$ cat config.mk
export PLATFORM = sky130hd
export DESIGN_NAME = quick_charge_sink_negotiator
export DESIGN_NICKNAME = d
export VERILOG_FILES = /design/src/hw/rtl/qcsn_pkg.sv /design/src/hw/rtl/quick_charge_sink_negotiator.sv
export SDC_FILE = /design/constraint.sdc
export NUM_CORES = 1
export LEC_CHECK = 0
export BUFFER_PORTS_ARGS = -buffer_cell sky130_fd_sc_hd__buf_2
export CAP_MARGIN = 20
export CORE_MARGIN = 2
export CORE_UTILIZATION = 60
export DETAILED_ROUTE_END_ITERATION = 6
export PLACE_DENSITY_LB_ADDON = 0.05
export RECOVER_POWER = 25
export SETUP_SLACK_MARGIN = 0.02
export SKIP_CTS_REPAIR_TIMING = 1
export SYNTH_ARGS = -nofsm -noshare
export SYNTH_HDL_FRONTEND = slang
export SYNTH_SLANG_ARGS = --single-unit
$ cat constraint.sdc
create_clock -name clk -period 3.65 [get_ports clk]
set_clock_uncertainty 0.2 [all_clocks]
set_input_delay 0.365 -clock clk [delete_from_list [all_inputs] [get_ports clk]]
set_output_delay 0.365 -clock clk [all_outputs]
set_load 0.05 [all_outputs]
$ cat src/hw/rtl/qcsn_pkg.sv
// Shared types, codes and helpers of the quick charge sink negotiator.
// Depends on nothing; the top level imports it.
`timescale 1ns / 1ps

package qcsn_pkg;

    // Width of the millisecond delay counter.
    localparam int DELAY_BITS = 12;

    // Width of the widest configuration register and of the write port.
    localparam int CFG_WIDTH  = 12;
    localparam int ADDR_WIDTH = 3;

    localparam int IN_DATA_W  = 8;
    localparam int OUT_DATA_W = 16;

    localparam logic [DELAY_BITS-1:0] DELAY_MAX = '1;
    localparam int EXT_W = (CFG_WIDTH > DELAY_BITS) ? CFG_WIDTH : DELAY_BITS;

    // Configuration register indexes.
    localparam logic [ADDR_WIDTH-1:0] REG_HOLD   = 3'd0;
    localparam logic [ADDR_WIDTH-1:0] REG_SETTLE = 3'd1;
    localparam logic [ADDR_WIDTH-1:0] REG_ENTRY  = 3'd2;
    localparam logic [ADDR_WIDTH-1:0] REG_PULSE  = 3'd3;
    localparam logic [ADDR_WIDTH-1:0] REG_GUARD  = 3'd4;

    // Register reset values.
    localparam logic [11:0] HOLD_RESET   = 12'd1500;
    localparam logic [7:0]  SETTLE_RESET = 8'd3;
    localparam logic [7:0]  ENTRY_RESET  = 8'd60;
    localparam logic [3:0]  PULSE_RESET  = 4'd1;
    localparam logic [7:0]  GUARD_RESET  = 8'd50;

    typedef enum logic [1:0] {
        LV_0V  = 2'd0,
        LV_06V = 2'd1,
        LV_33V = 2'd2
    } level_t;

    typedef enum logic [2:0] {
        CHG_OFF  = 3'd0,
        CHG_MAN  = 3'd1,
        CHG_5V   = 3'd2,
        CHG_9V   = 3'd3,
        CHG_12V  = 3'd4,
        CHG_20V  = 3'd5,
        CHG_CONT = 3'd6
    } chg_t;

    typedef enum logic [4:0] {
        CMD_DISABLE  = 5'd0,
        CMD_SET_5V   = 5'd1,
        CMD_SET_9V   = 5'd2,
        CMD_SET_12V  = 5'd3,
        CMD_SET_20V  = 5'd4,
        CMD_INIT_5V  = 5'd5,
        CMD_INIT_9V  = 5'd6,
        CMD_CONT     = 5'd7,
        CMD_RAISE    = 5'd8,
        CMD_LOWER    = 5'd9,
        CMD_PROBE    = 5'd10,
        CMD_DP_0V    = 5'd11,
        CMD_DP_06V   = 5'd12,
        CMD_DP_33V   = 5'd13,
        CMD_DM_0V    = 5'd14,
        CMD_DM_06V   = 5'd15,
        CMD_DM_33V   = 5'd16
    } cmd_t;

    typedef enum logic [4:0] {
        S_IDLE        = 5'd0,
        S_INIT5_DP    = 5'd1,
        S_INIT5_DM    = 5'd2,
        S_INIT9_DP    = 5'd3,
        S_INIT9_DM    = 5'd4,
        S_CONT_DM     = 5'd5,
        S_CONT_ENTRY  = 5'd6,
        S_RAISE_HI    = 5'd7,
        S_RAISE_LO    = 5'd8,
        S_LOWER_LO    = 5'd9,
        S_LOWER_HI    = 5'd10,
        S_PRB_GUARD   = 5'd11,
        S_PRB_SAMPLE1 = 5'd12,
        S_PRB_HOLD    = 5'd13,
        S_PRB_SAMPLE2 = 5'd14,
        S_PRB_RELEASE = 5'd15,
        S_PRB_END     = 5'd16
    } step_t;

    // A zero delay counts as one millisecond; a delay beyond the counter saturates.
    function automatic logic [DELAY_BITS-1:0] load_delay(input logic [CFG_WIDTH-1:0] v);
        logic [EXT_W-1:0] ext;
        logic [DELAY_BITS-1:0] res;
        ext = EXT_W'(v);
        if (ext == '0)
            res = DELAY_BITS'(1);
        else if (ext > EXT_W'(DELAY_MAX))
            res = DELAY_MAX;
        else
            res = DELAY_BITS'(ext);
        return res;
    endfunction

endpackage

$ cat src/hw/rtl/quick_charge_sink_negotiator.sv
// Quick Charge 3 sink negotiator: top level with line sequencer and result register.
// Depends on qcsn_pkg for codes, types and the delay load helper.
`timescale 1ns / 1ps

// The result of an input transaction is registered and appears on the master side in the next cycle.
// Throughput: one input transaction per cycle while the master side takes results; the state
// update for one item is a single pass through the command decoder and the sequence step logic.
// The output register frees itself in the same cycle it is taken, so a stall on the
// master side holds the slave side only while a result is waiting.
// Reset (rst_n low, asynchronous) sets both lines to 0 V, D- driven, charger off,
// no sequence running, and the timing registers to their default values.
module quick_charge_sink_negotiator
(
    input  logic                                clk,
    input  logic                                rst_n,
    // Slave side: tick or command items.
    input  logic                                s_tvalid,
    output logic                                s_tready,
    // tdata: command [4:0], dm_sense [5], zero [7:6].
    input  logic [qcsn_pkg::IN_DATA_W-1:0]      s_tdata,
    // tuser: mode (0 millisecond tick, 1 command).
    input  logic                                s_tuser,
    // Master side: one result per item.
    output logic                                m_tvalid,
    input  logic                                m_tready,
    // tdata: dp_level [1:0], dm_level [3:2], dm_drive_enable [4], charger_state [7:5],
    // busy_res [8], command_rejected [9], probe_done [10], qc_supported [11],
    // zero [15:12].
    output logic [qcsn_pkg::OUT_DATA_W-1:0]     m_tdata,
    // Configuration write port.
    input  logic                                cfg_wr_en,
    input  logic [qcsn_pkg::ADDR_WIDTH-1:0]     cfg_addr,
    input  logic [qcsn_pkg::CFG_WIDTH-1:0]      cfg_wdata
);
    import qcsn_pkg::*;

    // Timing registers.
    logic [11:0] hold_reg;
    logic [7:0]  settle_reg;
    logic [7:0]  entry_reg;
    logic [3:0]  pulse_reg;
    logic [7:0]  guard_reg;

    // Sequencer and line state.
    step_t                 step_reg,  step_next;
    logic [DELAY_BITS-1:0] delay_reg, delay_next;
    level_t                dp_reg,    dp_next;
    level_t                dm_reg,    dm_next;
    chg_t                  chg_reg,   chg_next;
    logic                  float_reg, float_next;
    logic                  fsh_reg,   fsh_next;

    // Result register.
    logic                  m_valid_reg;
    logic [OUT_DATA_W-1:0] m_data_reg;

    logic                  accept;
    logic                  mode;
    cmd_t                  cmd;
    logic                  sense;
    logic                  busy;
    logic                  start;
    logic                  expire;
    logic                  count_down;
    logic                  rejected;
    logic                  done;

    // The slave side is ready whenever the result register is empty or being emptied.
    assign s_tready = !m_valid_reg || m_tready;
    assign accept   = s_tvalid && s_tready;

    assign mode  = s_tuser;
    assign cmd   = cmd_t'(s_tdata[4:0]);
    assign sense = s_tdata[5];

    // A sequence is running whenever the step is not idle. Commands are started only
    // when idle; a tick moves a running sequence on once its current wait has expired.
    assign busy       = (step_reg != S_IDLE);
    assign start      = accept && mode && !busy;
    assign count_down = accept && !mode && busy && (delay_reg > DELAY_BITS'(1));
    assign expire     = accept && !mode && busy && !(delay_reg > DELAY_BITS'(1));

    // Configuration writes; indexes outside the list are ignored.
    always_ff @(posedge clk or negedge rst_n)
    begin
        if (!rst_n)
        begin
            hold_reg   <= HOLD_RESET;
            settle_reg <= SETTLE_RESET;
            entry_reg  <= ENTRY_RESET;
            pulse_reg  <= PULSE_RESET;
            guard_reg  <= GUARD_RESET;
        end
        else if (cfg_wr_en)
        begin
            case (cfg_addr)
                REG_HOLD:   hold_reg   <= cfg_wdata[11:0];
                REG_SETTLE: settle_reg <= cfg_wdata[7:0];
                REG_ENTRY:  entry_reg  <= cfg_wdata[7:0];
                REG_PULSE:  pulse_reg  <= cfg_wdata[3:0];
                REG_GUARD:  guard_reg  <= cfg_wdata[7:0];
                default:    ;
            endcase
        end
    end

    // Next state: sequence step and millisecond counter.
    always_comb
    begin
        step_next  = step_reg;
        delay_next = delay_reg;
        if (start)
        begin
            case (cmd)
                CMD_INIT_5V:
                begin
                    step_next  = S_INIT5_DP;
                    delay_next = load_delay(hold_reg);
                end
                CMD_INIT_9V:
                begin
                    step_next  = S_INIT9_DP;
                    delay_next = load_delay(hold_reg);
                end
                CMD_CONT:
                begin
                    step_next  = S_CONT_DM;
                    delay_next = load_delay(CFG_WIDTH'(settle_reg));
                end
                CMD_RAISE:
                begin
                    step_next  = S_RAISE_HI;
                    delay_next = load_delay(CFG_WIDTH'(pulse_reg));
                end
                CMD_LOWER:
                begin
                    step_next  = S_LOWER_LO;
                    delay_next = load_delay(CFG_WIDTH'(pulse_reg));
                end
                CMD_PROBE:
                begin
                    step_next  = S_PRB_GUARD;
                    delay_next = load_delay(CFG_WIDTH'(guard_reg));
                end
                default: ;
            endcase
        end
        else if (count_down)
        begin
            delay_next = delay_reg - DELAY_BITS'(1);
        end
        else if (expire)
        begin
            delay_next = '0;
            case (step_reg)
                S_INIT5_DP:
                begin
                    step_next  = S_INIT5_DM;
                    delay_next = load_delay(CFG_WIDTH'(settle_reg));
                end
                S_INIT9_DP:
                begin
                    step_next  = S_INIT9_DM;
                    delay_next = load_delay(CFG_WIDTH'(settle_reg));
                end
                S_CONT_DM:
                begin
                    step_next  = S_CONT_ENTRY;
                    delay_next = load_delay(CFG_WIDTH'(entry_reg));
                end
                S_RAISE_HI:
                begin
                    step_next  = S_RAISE_LO;
                    delay_next = load_delay(CFG_WIDTH'(pulse_reg));
                end
                S_LOWER_LO:
                begin
                    step_next  = S_LOWER_HI;
                    delay_next = load_delay(CFG_WIDTH'(pulse_reg));
                end
                S_PRB_GUARD:
                begin
                    step_next  = S_PRB_SAMPLE1;
                    delay_next = load_delay(CFG_WIDTH'(1));
                end
                S_PRB_SAMPLE1:
                begin
                    step_next  = S_PRB_HOLD;
                    delay_next = load_delay(hold_reg);
                end
                S_PRB_HOLD:
                begin
                    step_next  = S_PRB_SAMPLE2;
                    delay_next = load_delay(CFG_WIDTH'(1));
                end
                S_PRB_SAMPLE2:
                begin
                    step_next  = S_PRB_RELEASE;
                    delay_next = load_delay(CFG_WIDTH'(guard_reg));
                end
                S_PRB_RELEASE:
                begin
                    step_next  = S_PRB_END;
                    delay_next = load_delay(CFG_WIDTH'(1));
                end
                default: step_next = S_IDLE;
            endcase
        end
    end

    // Outputs: line levels, charger state, probe samples and per-item flags.
    always_comb
    begin
        dp_next    = dp_reg;
        dm_next    = dm_reg;
        chg_next   = chg_reg;
        float_next = float_reg;
        fsh_next   = fsh_reg;
        rejected   = accept && mode && busy;
        done       = 1'b0;
        if (start)
        begin
            case (cmd)
                CMD_DISABLE:
                begin
                    dp_next = LV_06V; dm_next = LV_0V;  chg_next = CHG_OFF;
                end
                CMD_SET_5V:
                begin
                    dp_next = LV_06V; dm_next = LV_0V;  chg_next = CHG_5V;
                end
                CMD_SET_9V:
                begin
                    dp_next = LV_33V; dm_next = LV_06V; chg_next = CHG_9V;
                end
                CMD_SET_12V:
                begin
                    dp_next = LV_06V; dm_next = LV_06V; chg_next = CHG_12V;
                end
                CMD_SET_20V:
                begin
                    dp_next = LV_33V; dm_next = LV_33V; chg_next = CHG_20V;
                end
                CMD_INIT_5V, CMD_DP_06V:
                begin
                    dp_next = LV_06V; chg_next = CHG_MAN;
                end
                CMD_INIT_9V, CMD_RAISE, CMD_DP_33V:
                begin
                    dp_next = LV_33V; chg_next = CHG_MAN;
                end
                CMD_CONT, CMD_DM_33V:
                begin
                    dm_next = LV_33V; chg_next = CHG_MAN;
                end
                CMD_LOWER, CMD_DM_06V:
                begin
                    dm_next = LV_06V; chg_next = CHG_MAN;
                end
                CMD_PROBE:
                begin
                    float_next = 1'b1; fsh_next = 1'b0;
                end
                CMD_DP_0V:
                begin
                    dp_next = LV_0V; chg_next = CHG_MAN;
                end
                CMD_DM_0V:
                begin
                    dm_next = LV_0V; chg_next = CHG_MAN;
                end
                default: ;
            endcase
        end
        else if (expire)
        begin
            case (step_reg)
                S_INIT5_DP:
                begin
                    dm_next = LV_0V; chg_next = CHG_MAN;
                end
                S_INIT5_DM: chg_next = CHG_5V;
                S_INIT9_DP:
                begin
                    dm_next = LV_06V; chg_next = CHG_MAN;
                end
                S_INIT9_DM: chg_next = CHG_9V;
                S_CONT_DM, S_RAISE_HI:
                begin
                    dp_next = LV_06V; chg_next = CHG_MAN;
                end
                S_LOWER_LO:
                begin
                    dm_next = LV_33V; chg_next = CHG_MAN;
                end
                S_CONT_ENTRY, S_RAISE_LO, S_LOWER_HI: chg_next = CHG_CONT;
                S_PRB_GUARD, S_PRB_HOLD:
                begin
                    dp_next = LV_33V; chg_next = CHG_MAN;
                end
                S_PRB_SAMPLE1:
                begin
                    fsh_next = sense;
                    dp_next  = LV_06V; chg_next = CHG_MAN;
                end
                S_PRB_SAMPLE2:
                begin
                    // Support needs D- high on the first sample and low on the second.
                    fsh_next   = fsh_reg & ~sense;
                    float_next = 1'b0;
                end
                S_PRB_RELEASE:
                begin
                    dp_next = LV_06V; dm_next = LV_0V; chg_next = CHG_MAN;
                end
                S_PRB_END:
                begin
                    chg_next = fsh_reg ? CHG_5V : CHG_MAN;
                    done     = 1'b1;
                end
                default: ;
            endcase
        end
    end

    always_ff @(posedge clk or negedge rst_n)
    begin
        if (!rst_n)
        begin
            step_reg  <= S_IDLE;
            delay_reg <= '0;
            dp_reg    <= LV_0V;
            dm_reg    <= LV_0V;
            chg_reg   <= CHG_OFF;
            float_reg <= 1'b0;
            fsh_reg   <= 1'b0;
        end
        else if (accept)
        begin
            step_reg  <= step_next;
            delay_reg <= delay_next;
            dp_reg    <= dp_next;
            dm_reg    <= dm_next;
            chg_reg   <= chg_next;
            float_reg <= float_next;
            fsh_reg   <= fsh_next;
        end
    end

    // Result register: valid is control state, the payload needs no reset.
    always_ff @(posedge clk or negedge rst_n)
    begin
        if (!rst_n)
            m_valid_reg <= 1'b0;
        else if (s_tready)
            m_valid_reg <= accept;
    end

    always_ff @(posedge clk)
    begin
        if (accept)
        begin
            m_data_reg <= {4'b0000,
                           done & fsh_next,
                           done,
                           rejected,
                           (step_next != S_IDLE),
                           chg_next,
                           ~float_next,
                           dm_next,
                           dp_next};
        end
    end

    assign m_tvalid = m_valid_reg;
    assign m_tdata  = m_data_reg;

    // D- is left floating only from probe start through the second sample.
    a_float_in_probe: assert property (@(posedge clk) disable iff (!rst_n)
        float_reg |-> (step_reg == S_PRB_GUARD || step_reg == S_PRB_SAMPLE1 ||
                       step_reg == S_PRB_HOLD || step_reg == S_PRB_SAMPLE2))
        else $error("D- floating outside the probe window");

    // Sequencer state moves only on an accepted transaction.
    a_hold_when_idle: assert property (@(posedge clk) disable iff (!rst_n)
        !accept |=> ($stable(step_reg) && $stable(delay_reg) && $stable(chg_reg)))
        else $error("sequencer state changed without a transaction");

    // A tick with time left counts the wait down by exactly one.
    a_count_down: assert property (@(posedge clk) disable iff (!rst_n)
        count_down |=> (delay_reg == $past(delay_reg) - DELAY_BITS'(1) &&
                        step_reg == $past(step_reg)))
        else $error("delay counter did not step down");

    // A finished probe leaves the sequencer idle with a 5 V or manual state.
    a_probe_done: assert property (@(posedge clk) disable iff (!rst_n)
        (m_valid_reg && m_data_reg[10]) |->
            (!m_data_reg[8] && (m_data_reg[7:5] == CHG_5V || m_data_reg[7:5] == CHG_MAN)))
        else $error("probe result with inconsistent state");

    // Support is only reported together with probe completion.
    a_supported: assert property (@(posedge clk) disable iff (!rst_n)
        (m_valid_reg && m_data_reg[11]) |-> (m_data_reg[10] && m_data_reg[7:5] == CHG_5V))
        else $error("support reported without a finished probe");

endmodule
Word level (Yosys, flattened, before mapping)
Cells that the tools add are included.
Widths: inputs -> output; s select.
{"block": "classes", "addsub": 1, "order_cmp": 2, "eq_ne": 37, "mux": 40, "bitwise": 4, "reduce_logical": 45}
{"cell": "$eq 5x4->1 const B", "n": 16}
{"cell": "$pmux 12 s6", "n": 1}
{"cell": "$mux 12", "n": 5}
{"cell": "$pmux 5 s10", "n": 1}
{"cell": "$pmux 12 s4", "n": 1}
{"cell": "$eq 5x3->1 const B", "n": 8}
{"cell": "$pmux 5 s6", "n": 1}
{"cell": "$logic_not 8->1", "n": 3}
{"cell": "$mux 8", "n": 3}
{"cell": "$eq 5x2->1 const B", "n": 4}
{"cell": "$pmux 2 s3", "n": 3}
{"cell": "$pmux 3 s6", "n": 1}
{"cell": "$mux 5", "n": 3}
{"cell": "$pmux 3 s5", "n": 1}
{"cell": "$gt 12x1->1 const B", "n": 1}
{"cell": "$gt 12x12->1 const B", "n": 1}
{"cell": "$logic_not 12->1", "n": 1}
{"cell": "$reduce_or 2->1", "n": 6}
{"cell": "$reduce_or 3->1", "n": 4}
{"cell": "$sub 12x1->12 const B", "n": 1}
{"cell": "$reduce_or 11->1", "n": 1}
{"cell": "$eq 5x1->1 const B", "n": 2}
{"cell": "$eq 5x5->1 const B", "n": 2}
{"cell": "$mux 1", "n": 10}
{"cell": "24 further kinds", "n": 49}
{"block": "word_totals", "register_bits": 79, "in_bits": 29, "out_inout_bits": 18, "wordCells": 143}

Logic depth before layout (Yosys ltp)
Gate-level depths: netlist (run 1).
{"block": "logic_depth", "ltp_word": 10, "depth_mapped": 10, "mapped_depth_nobuf": 8}

Worst setup path before layout (run 1)
No wires, ideal clock.
{"block": "synth_timing", "path_type": "reg-to-reg", "from": "reg m_valid_reg (netlist: m_tvalid)", "to": "reg m_data_reg[8] (netlist: m_tdata[8]), data pin", "setup_time_ns": 0.272, "arrival_ns": 2.582, "t_required_ns": 3.178, "slack_ns": 0.596, "path_stages_with_launch": 8, "n_path_buf": 1, "synth_period_minus_slack_ns": 3.054, "cell_sequence": "dfrtp_1 nand2b_1 nand3b_1 or3_1 buf_6 o21ai_0 o211ai_1 or4b_1"}
{"block": "synth_via", "elab_chain_cells": 10, "elab_cells_between_ends": 13, "classes_between": "mux (3); reduce/logical (10)"}
{"item": "start, declared", "line_no": "quick_charge_sink_negotiator.sv:54", "text": "logic m_valid_reg;"}
{"item": "start signal, assigned", "line_no": "quick_charge_sink_negotiator.sv:356", "text": "m_valid_reg <= accept;"}
{"item": "$logic_not 1->1 *", "line_no": "quick_charge_sink_negotiator.sv:69", "text": "assign s_tready = !m_valid_reg || m_tready;"}
{"item": "$logic_or 1x1->1 *", "line_no": "quick_charge_sink_negotiator.sv:69"}
{"item": "named net s_tready", "line_no": "quick_charge_sink_negotiator.sv:18", "text": "output logic s_tready,"}
{"item": "$logic_and 1x1->1 *", "line_no": "quick_charge_sink_negotiator.sv:70", "text": "assign accept = s_tvalid && s_tready;"}
{"item": "$logic_and 1x1->1 (2 in a row)", "line_no": "quick_charge_sink_negotiator.sv:80, quick_charge_sink_negotiator.sv:81"}
{"item": "$logic_and 1x1->1", "line_no": "quick_charge_sink_negotiator.sv:81", "text": "assign expire = accept && !mode && busy && !(delay_reg > DELAY_BITS'(1));"}
{"item": "$mux 5", "line_no": "quick_charge_sink_negotiator.sv:152", "text": "else if (expire)"}
{"item": "$mux 5", "line_no": "quick_charge_sink_negotiator.sv:148", "text": "else if (count_down)"}
{"item": "$mux 5 *", "line_no": "quick_charge_sink_negotiator.sv:112", "text": "if (start)"}
{"item": "$reduce_bool 5->1 *", "line_no": "quick_charge_sink_negotiator.sv:367", "text": "(step_next != S_IDLE),"}
{"item": "end signal, assigned", "line_no": "quick_charge_sink_negotiator.sv:363", "text": "m_data_reg <= {4'b0000,"}
{"item": "end, declared", "line_no": "quick_charge_sink_negotiator.sv:55", "text": "logic [OUT_DATA_W-1:0] m_data_reg;"}
Mark *: on every way through the listed nets, which the timed path passes. The rest lies on a longest branch.
A chain may end at the register's enable or synchronous reset.

Final worst setup path (run 1)
{"block": "layout_timing", "from": "reg delay_reg[0]", "to": "reg m_data_reg[2] (netlist: m_tdata[2]), data pin"}
{"block": "layout_via", "elab_chain_cells": 5}
{"item": "start, declared", "line_no": "quick_charge_sink_negotiator.sv:46", "text": "logic [DELAY_BITS-1:0] delay_reg, delay_next;"}
{"item": "start signal, assigned", "line_no": "quick_charge_sink_negotiator.sv:341", "text": "delay_reg <= delay_next;"}
{"item": "$gt 12x1->1", "line_no": "quick_charge_sink_negotiator.sv:81"}
{"item": "$logic_not 1->1", "line_no": "quick_charge_sink_negotiator.sv:81"}
{"item": "$logic_and 1x1->1", "line_no": "quick_charge_sink_negotiator.sv:81"}
{"item": "$mux 2", "line_no": "quick_charge_sink_negotiator.sv:275", "text": "else if (expire)"}
{"item": "$mux 2", "line_no": "quick_charge_sink_negotiator.sv:221", "text": "if (start)"}
{"item": "named net dm_next[0]", "line_no": "quick_charge_sink_negotiator.sv:48", "text": "level_t dm_reg, dm_next;"}
The timed path passes the listed nets, and every way through them passes these cells.

==> flow_summary.yaml, run 1 <==
status:
  status: "complete, no violations"
setup_path:
  endpoint: "m_tdata[2]"
  critical_path_arrival_ps: 3100
  endpoint_kind: "register"
  ff2ff_path_depth: 8
  reg2reg_slack_ps: 560
  crit_required_ps: 3660
  worstSetupStartpointType: "register"
  timing.rr.end: "m_tdata[2]"
  path_class: "register to register"
  worstSetupStartpoint: "delay_reg[0]"
  r2r_start: "delay_reg[0]"
  cp_max_fo: 10
global_route:
  grt_pass1_vias: 4056
  grt_max_degree: 45
  grt.total_usage: 0.298
  grt-ovfl-total: 0
  grt_pass1_wl_um: 20300
  antenna_found_initial: 0
power_and_ir_drop:
  vdd_drop_max_uv: 338
  power.density_mw_per_mm2: 647
  p_leak_nw: 2.05
floorplan:
  initial_core_util: 0.622
  row_count: 32
  die_h_um: 93.5
  die_w_um: 93.5
  core_mm2: 0.00773
  io_pins: 47
  dieArea_mm2: 0.00874
synth:
  synth_top_area_share: 0.260
  ys_seq_elements: 79
  synth_top_cell_by_area: "dfrtp_1"
  syn_inst: 498
  synth_cell_types: 70
  yosysSeqAreaShare: 0.428
  synth_edf_count: 12
  syn-cell-area_mm2: 0.00480
  yosysMostFrequentCell: "dfrtp_1"
  avgSynthCellArea_um2: 9.65
  synth_ff_type: "dfrtp_1"
  synth_area_leaders: "dfrtp_1, mux2_2, dfstp_2"
  ys_warn_count: 0
  async_flop_share: 0.848
  ys_top_cells_by_count: "dfrtp_1, mux2_2, nand2_1"
sta:
  slew_headroom: 0.0346
  slew_violations: 0
  tns_ps: 0
  tightest_slew_ps: 1450
  timing.final.crit_share: 0.848
  hold_viol_final: 0
  setup_viol: 0
  fmax_mhz: 323
  rsz0062_at_grt: "no"
  period_needed_ps: 3090
detailed_routing:
  drcViolationCount: 0
  wirelength_um: 12100
  wl_per_cell_um: 19.1
  drtIter0Drc: 580
  drtAntennaViolNets: 0
  viasPerCell: 6.58
  vias: 4182
  firstDrtPassIters: 6
layout:
  diodes: 0
  final_nets: 560
  fin_area_mm2: 0.00525
  nFillCells: 647
  drive_above_1_share: 0.236
  area_growth_pct: 9.25
place:
  io_buffer_count: 40
  finalWeightedCongestion: 0.904
  place_area_mm2: 0.00507
  dp_hpwl_um: 8670
cts:
  cts.clk_slew.worst_paths_ps: 90
  clock_path_buffers: 2
  cts_made_buffers: 9
  cts_root_buffer: "clkbuf_8"
  cts_max_level: 3
  numClockSinks: 79
  clkLatencyLatePin_ps: 360
  cts_tree: "built"
hold_path:
  hold_path_class: "input pin to register"
job:
  drv_cap: 0
## kinds of logic after synthesis
logic type | Yosys count | share of synthesized area
simple gates | 167 | 0.186
compound gates | 145 | 0.213
flops | 79 | 0.428
buf+inv | 49 | 0.0440
mux | 44 | 0.103
xor+xnor | 11 | 0.0201
fa+ha+maj | 2 | 0.00521
other cells | 1 | 0.000781
## worst min-delay path by stage
| stage | startpoint | endpoint | slack, ps | cells after the start |
|---|---|---|---|---|
| 6_report | cfg_wdata[8] | hold_reg[8] | 30 | 2 |
| 3_3_place_gp | rst_n | fsh_reg | 190 | 1 |
| 4_1_cts | rst_n | fsh_reg | -180 | 1 |
| 5_1_grt | cfg_wdata[11] | hold_reg[11] | 30 | 2 |
| 2_1_floorplan | rst_n | chg_reg[0] | -130 | 0 |
| 3_5_place_dp | rst_n | fsh_reg | 200 | 1 |
## cell type report
type	count	area, µm²	area share
Sequential cell	79	2060	0.392
Clock buffer	10	138	0.0262
Tap cell	102	128	0.0243
Timing Repair Buffer	52	275	0.0525
Inverter	14	52.6	0.0100
Clock inverter	6	51.3	0.00978
Multi-Input combinational cell	373	2540	0.485
## per-layer routing
layer	wire [µm]	global-route usage	up-vias
met5	0	0	-
met4	126	0.0821	0
met3	936	0.0419	21
met2	5480	0.454	193
met1	5580	0.445	2022
li1	-	-	1946
## cell usage in the layout, fill, tap and decap left out, types with 8 or more instances in the layout
cell,count
buf_4,9
nor2_1,35
dfrtp_1,50
inv_1,13
o21ai_0,26
edfxtp_1,12
a31oi_1,8
a222oi_1,8
mux2_2,42
nand3_1,18
clkbuf_1,10
buf_2,32
a21oi_1,24
a22oi_1,10
o211ai_1,11
nand2_1,36
clkbuf_8,10
dfstp_2,17
o31ai_1,9
nor3_1,20
## critical path: stages (launching register included)
cell	delay (ps)
dfrtp_1	440
inv_1	80
ha_1	300
o21ba_2	200
nand4_4	170
or3_1	530
or3_4	430
o311ai_1	380
a21boi_1	210
## where the power goes
part	total, W	switching [W]	internal (W)	leakage [nW]
combinational	0.00134	0.000792	0.000548	1.04
sequential	0.00143	0.000271	0.00116	0.916
clock	0.000625	0.000350	0.000275	0.0939
total	0.00340	0.00141	0.00198	2.05
## through the flow
stage	utilization	setup slack (ps)	hold slack [ps]	power, W	instances
after floorplan	-	596	-131	0.00241	501
after global placement	0.656	593	186	0.00272	619
after detailed placement	0.656	592	196	0.00276	619
after CTS	0.680	543	-184	0.00338	635
after global routing	0.679	322	30.9	0.00363	636
final	0.679	556	33.8	0.00340	636
Note: power is estimated with default switching activity, not from simulation.
==> run 2: changes to the inputs <==
- CORE_UTILIZATION: 60 -> 54
- clock period: 3.65 -> 2.51 ns (I/O delays scaled with it)
==> run 2 against run 1 <==
The flow now finishes with violations (max-capacitance violations, max-slew violations, negative setup slack). Via count rose by 7.6%. Critical path depth fell by 2. Fmax rose by 17%. Core utilization rose by 1.7 points. Combinational power rose by 99%. Register-to-register slack got worse by 700 ps. Largest cell class unchanged.
==> flow_summary.yaml, run 2 (synthesized netlist as in run 1, its figures left out) <==
status:
  status: "finished with violations"
  violations: "max-capacitance violations, max-slew violations, negative setup slack"
hold_path:
  hold_path_class: "input pin to register"
  hold_depth: 2
  min-delay-start: "cfg_wdata[3]"
  min_to: "guard_reg[3]"
layout:
  drive_above_1_share: 0.368
  area_growth_pct: 25.7
  mostFrequentLayoutCell: "buf_4"
  final_cell_mix: "buf_4, dfrtp_1, mux2_2"
  final_nets: 627
  fin_cells: 709
  regArea_mm2: 0.00206
  multi_input_comb_area_mm2: 0.00273
  nFillCells: 709
  fin_area_mm2: 0.00604
  diodes: 0
global_route:
  grt_pass1_vias: 4194
  antenna_found_initial: 0
  grt_pass1_wl_um: 21500
  grt_max_degree: 68
  grt-ovfl-total: 0
  grt.total_usage: 0.276
floorplan:
  die_h_um: 98.3
  initial_core_util: 0.553
  core_mm2: 0.00868
  row_count: 34
  die_w_um: 98.3
  io_pins: 47
  dieArea_mm2: 0.00967
detailed_routing:
  wirelength_um: 13200
  firstDrtPassIters: 5
  vias: 4498
  drcViolationCount: 0
  wl_per_cell_um: 18.6
  viasPerCell: 6.34
  drtAntennaViolNets: 0
  drtIter0Drc: 498
setup_path:
  worst_path_largest_cell_delay_ps: 420
  crit_family: "simple AND/OR/NAND/NOR gates"
  crit_required_ps: 2530
  worstSetupStartpointType: "register"
  critical_path_arrival_ps: 2680
  path_class: "register to register"
  r2r_start: "delay_reg[5]"
  cp_slowest_cell: "dfrtp_1"
  ff2ff_path_depth: 6
  endpoint_kind: "register"
  timing.rr.end: "m_tdata[2]"
  path_cells: "nor4_4, nand4_4, or3_4, or3_4, o311ai_4, a21boi_2"
  cp_max_fo: 5
  path_common_cell: "or3_4"
  reg2reg_slack_ps: -140
  worst-path-buf-inv: 0
power_and_ir_drop:
  comb_power_share: 0.464
  p_switching_w: 0.00232
  power.total_w: 0.00575
  power_frac_seq: 0.348
  power.density_mw_per_mm2: 951
  power_frac_clock: 0.188
  vdd_drop_max_uv: 477
  p_sw_frac: 0.404
  p_leak_nw: 2.46
  intPower_w: 0.00343
cts:
  cts_max_level: 3
  cts_root_buffer: "clkbuf_8"
  cts_made_buffers: 9
  clock_path_buffers: 2
  numClockSinks: 79
  cts.clk_slew.worst_paths_ps: 90
  cts_tree: "built"
  clkLatencyLatePin_ps: 360
sta:
  rsz0062_at_grt: "yes"
  timing.final.crit_share: 1.06
  hold_viol_final: 0
  tightest_slew_ps: 1690
  fmax_mhz: 377
  layout_setup_ws_ps: -144
  setup_viol: 7
  slew_headroom: -0.128
  period_needed_ps: 2650
  slew_violations: 68
place:
  pre_cts_ws_ps: -204
  dp_hpwl_um: 9390
  place_area_mm2: 0.00547
  finalWeightedCongestion: 0.905
  io_buffer_count: 40
  dp.cells: 671
job:
  drv_cap: 1
## run 2: per-layer routing
metal | part of all wire | GRT usage | vias to the layer above
li1 | - | - | 2097
met1 | 0.44 | 0.421 | 2158
met2 | 0.46 | 0.403 | 220
met3 | 0.087 | 0.0580 | 23
met4 | 0.014 | 0.0727 | 0
met5 | 0 | 0 | -
## run 2: metrics by stage
step / hold slack, ps / setup TNS (ps) / utilization
after floorplan: -245 / -331 / -
after global placement: 97.3 / -458 / 0.630
after detailed placement: 102 / -1050 / 0.630
after CTS: -293 / -1530 / 0.656
after global routing: 0.342 / -1640 / 0.696
final: 8.16 / -606 / 0.696
## run 2: how the worst max path moves through the flow
stage	startpoint	endpoint	slack, ps	cells after the start
final	delay_reg[5]	m_tdata[2]	-140	6
after global routing	delay_reg[5]	m_tdata[2]	-210	6
after CTS	delay_reg[8]	m_tdata[2]	-250	6
after detailed placement	delay_reg[1]	m_tdata[2]	-200	8
after global placement	delay_reg[8]	m_tdata[8]	-140	6
after floorplan	delay_reg[0]	m_tdata[8]	-150	9
## run 2: final cells by class
cell class | instances | share of cell area
Timing Repair Buffer | 118 | 0.139
Tap cell | 108 | 0.0224
Clock buffer | 10 | 0.0247
Inverter | 14 | 0.00870
Clock inverter | 6 | 0.0131
Multi-Input combinational cell | 374 | 0.451
Sequential cell | 79 | 0.341
## run 2: power groups by stage
stage,clock network [W],registers (W),logic [W]
detailed placement,0,0.00200,0.00234
global route,0.00115,0.00205,0.00289
global placement,0,0.00198,0.00230
finish,0.00108,0.00200,0.00266
CTS,0.00109,0.00198,0.00236
floorplan,0,0.00203,0.00151
## run 2: worst reg2reg max path: stages, from the launching register on
cell and delay (ps):
dfrtp_1 420, nor4_4 400, nand4_4 200, or3_4 420, or3_4 420, o311ai_4 260, a21boi_2 210
==> run 3: changes to the inputs <==
- ABC_AREA: unset -> 1
==> run 3 against run 2 <==
The flow finishes with violations (negative hold slack, max-capacitance violations, max-slew violations). Sequential share of layout area is 2.8 points higher. Critical endpoint is now m_tdata[8]. Area after synthesis is 3.3% higher. Combinational power down 15%. Largest cell class unchanged. Flip-flop and latch count unchanged. Cell count rose by 24%.
==> flow_summary.yaml, run 3 <==
sta:
  tightest_slew_ps: 1760
  rsz0062_at_grt: "no"
  fmax_mhz: 424
  period_needed_ps: 2360
  timing.final.crit_share: 0.941
  tns_ps: 0
  slew_headroom: -0.175
  slew_violations: 28
  setup_viol: 0
  hold_viol_final: 8
  holdWs_ps: -25.2
synth:
  synth_top_family_by_area: "simple AND/OR/NAND/NOR gates"
  avgSynthCellArea_um2: 6.95
  synth_cell_types: 42
  synth_xor_area_frac: 0.00353
  yosysMostFrequentCell: "nand2_1"
  ys_seq_elements: 79
  synth-compound-area-share: 0.139
  synthSimpleGateAreaFrac: 0.347
  synth.area.mux_share: 0.00454
  yosysSeqAreaShare: 0.415
  synth_ff_type: "dfrtp_1"
  ys_warn_count: 0
  async_flop_share: 0.848
  synth_fa_ha_area_frac: 0.00504
  synth_top_cell_by_area: "dfrtp_1"
  synth_top_area_share: 0.252
  ys_top_cells_by_count: "nand2_1, nor2_1, o21ai_0"
  syn-cell-area_mm2: 0.00496
  syn_inst: 714
  synth_area_leaders: "dfrtp_1, nand2_1, dfstp_2"
  synth_edf_count: 12
power_and_ir_drop:
  p_leak_nw: 2.80
  vdd_drop_max_uv: 556
  power.density_mw_per_mm2: 948
setup_path:
  ff2ff_path_depth: 8
  critical_path_arrival_ps: 2260
  cp_slowest_cell: "dlygate4sd3_1"
  path_cells: "dlygate4sd3_1, buf_2, inv_1, nand2_2, nand2_1, clkinvlp_4, nand2_2, inv_2, o21ai_0, nand3_1, nor2_1, nand3_1"
  crit_required_ps: 2410
  path_class: "input pin to register"
  worst-path-buf-inv: 5
  crit_family: "buffers and inverters"
  cp_max_fo: 16
  reg2reg_slack_ps: 190
  worst_path_largest_cell_delay_ps: 530
  endpoint_kind: "register"
  r2r_start: "step_reg[3]"
  worstSetupStartpoint: "m_tready"
  worstSetupStartpointType: "input pin"
  timing.rr.end: "m_tdata[3]"
hold_path:
  min-delay-start: "cfg_wdata[7]"
  min_to: "hold_reg[7]"
  hold_path_class: "input pin to register"
  hold_depth: 3
floorplan:
  row_count: 34
  core_mm2: 0.00881
  dieArea_mm2: 0.00998
  initial_core_util: 0.564
  die_w_um: 99.9
  io_pins: 47
  die_h_um: 99.9
cts:
  clock_path_buffers: 2
  clkLatencyLatePin_ps: 360
  cts_root_buffer: "clkbuf_8"
  cts.clk_slew.worst_paths_ps: 90
  cts_made_buffers: 9
  cts_tree: "built"
  cts_max_level: 3
  numClockSinks: 79
global_route:
  grt-ovfl-total: 0
  antenna_found_initial: 0
  grt_max_degree: 41
  grt_pass1_vias: 4721
  grt_pass1_wl_um: 22900
  grt.total_usage: 0.290
place:
  io_buffer_count: 40
  dp_hpwl_um: 10400
  finalWeightedCongestion: 0.955
  place_area_mm2: 0.00530
status:
  violations: "negative hold slack, max-capacitance violations, max-slew violations"
  status: "finished with violations"
detailed_routing:
  drcViolationCount: 0
  drtAntennaViolNets: 0
  drtIter0Drc: 323
  viasPerCell: 5.61
  wirelength_um: 13700
  firstDrtPassIters: 5
  vias: 4941
  wl_per_cell_um: 15.6
layout:
  diodes: 0
  final_cell_mix: "nand2_1, nor2_1, o21ai_0"
  drive_above_1_share: 0.157
  fin_area_mm2: 0.00558
  area_growth_pct: 12.5
  nFillCells: 833
  mostFrequentLayoutCell: "nand2_1"
  final_nets: 799
job:
  drv_cap: 1
run 3: changes by cell type after synthesis, sizes merged, moves of 8 or more:
cell,before,now
nand3,18,54
o21ai,27,79
nand2,36,231
nor2,35,96
inv,13,82
o31ai,10,0
o211ai,11,2
nor3,21,6
clkbuf,26,5
nor4,8,0
a222oi,8,0
mux2,43,2
run 3: how the worst max path moves through the flow:
| stage | endpoint | slack [ps] | depth (start not counted) |
|---|---|---|---|
| after floorplan | delay_reg[5] | 140 | 12 |
| after global placement | m_tdata[8] | 270 | 11 |
| after detailed placement | m_tdata[3] | 200 | 8 |
| after CTS | m_tdata[3] | 200 | 8 |
| after global routing | delay_reg[8] | 20 | 14 |
| final | m_tdata[8] | 150 | 12 |
run 3: worst register-to-register path, delay by kind of cell (launching register included):
family,cells,cell delay [ps]
AND/OR/NAND/NOR,5,830
flip-flops,1,480
buffers and inverters,1,310
AO/OA/AOI/OAI,2,270
run 3: cell type report:
| cell class | instances | area (µm²) | area share |
|---|---|---|---|
| multi-input combinational | 537 | 2490 | 0.447 |
| sequential | 79 | 2060 | 0.369 |
| clock buffer | 11 | 151 | 0.0271 |
| timing repair buffer | 58 | 363 | 0.0650 |
| clock inverter | 5 | 63.8 | 0.0114 |
| inverter | 83 | 315 | 0.0565 |
| tap | 108 | 135 | 0.0242 |
run 3: kinds of logic after synthesis:
group,after synthesis
compound gates,127
xor+xnor,2
fa+ha+maj,2
buf+inv,101
flops,79
mux,2
other cells,1
simple gates,400
run 3: report_power, final:
part | switching (W) | leakage (nW) | internal [W]
logic | 0.00155 | 1.77 | 0.000709
clock network | 0.000510 | 0.106 | 0.000521
registers | 0.000307 | 0.920 | 0.00170
total | 0.00237 | 2.80 | 0.00293
run 3: per-layer routing:
metal	global-route usage	part of all wire
met2	0.508	0.49
met5	0	0
met4	0.104	0.026
met1	0.373	0.43
met3	0.0341	0.054
run 3: per-stage QoR:
step	setup WS [ps]	hold slack (ps)	cells	power, W	utilization
2_1_floorplan	141	-245	717	0.00367	-
3_5_place_dp	204	152	858	0.00424	0.602
5_1_grt	15.5	14.8	881	0.00569	0.634
3_3_place_gp	275	134	858	0.00418	0.602
6_report	149	-25.2	881	0.00529	0.634
4_1_cts	200	-236	874	0.00527	0.626
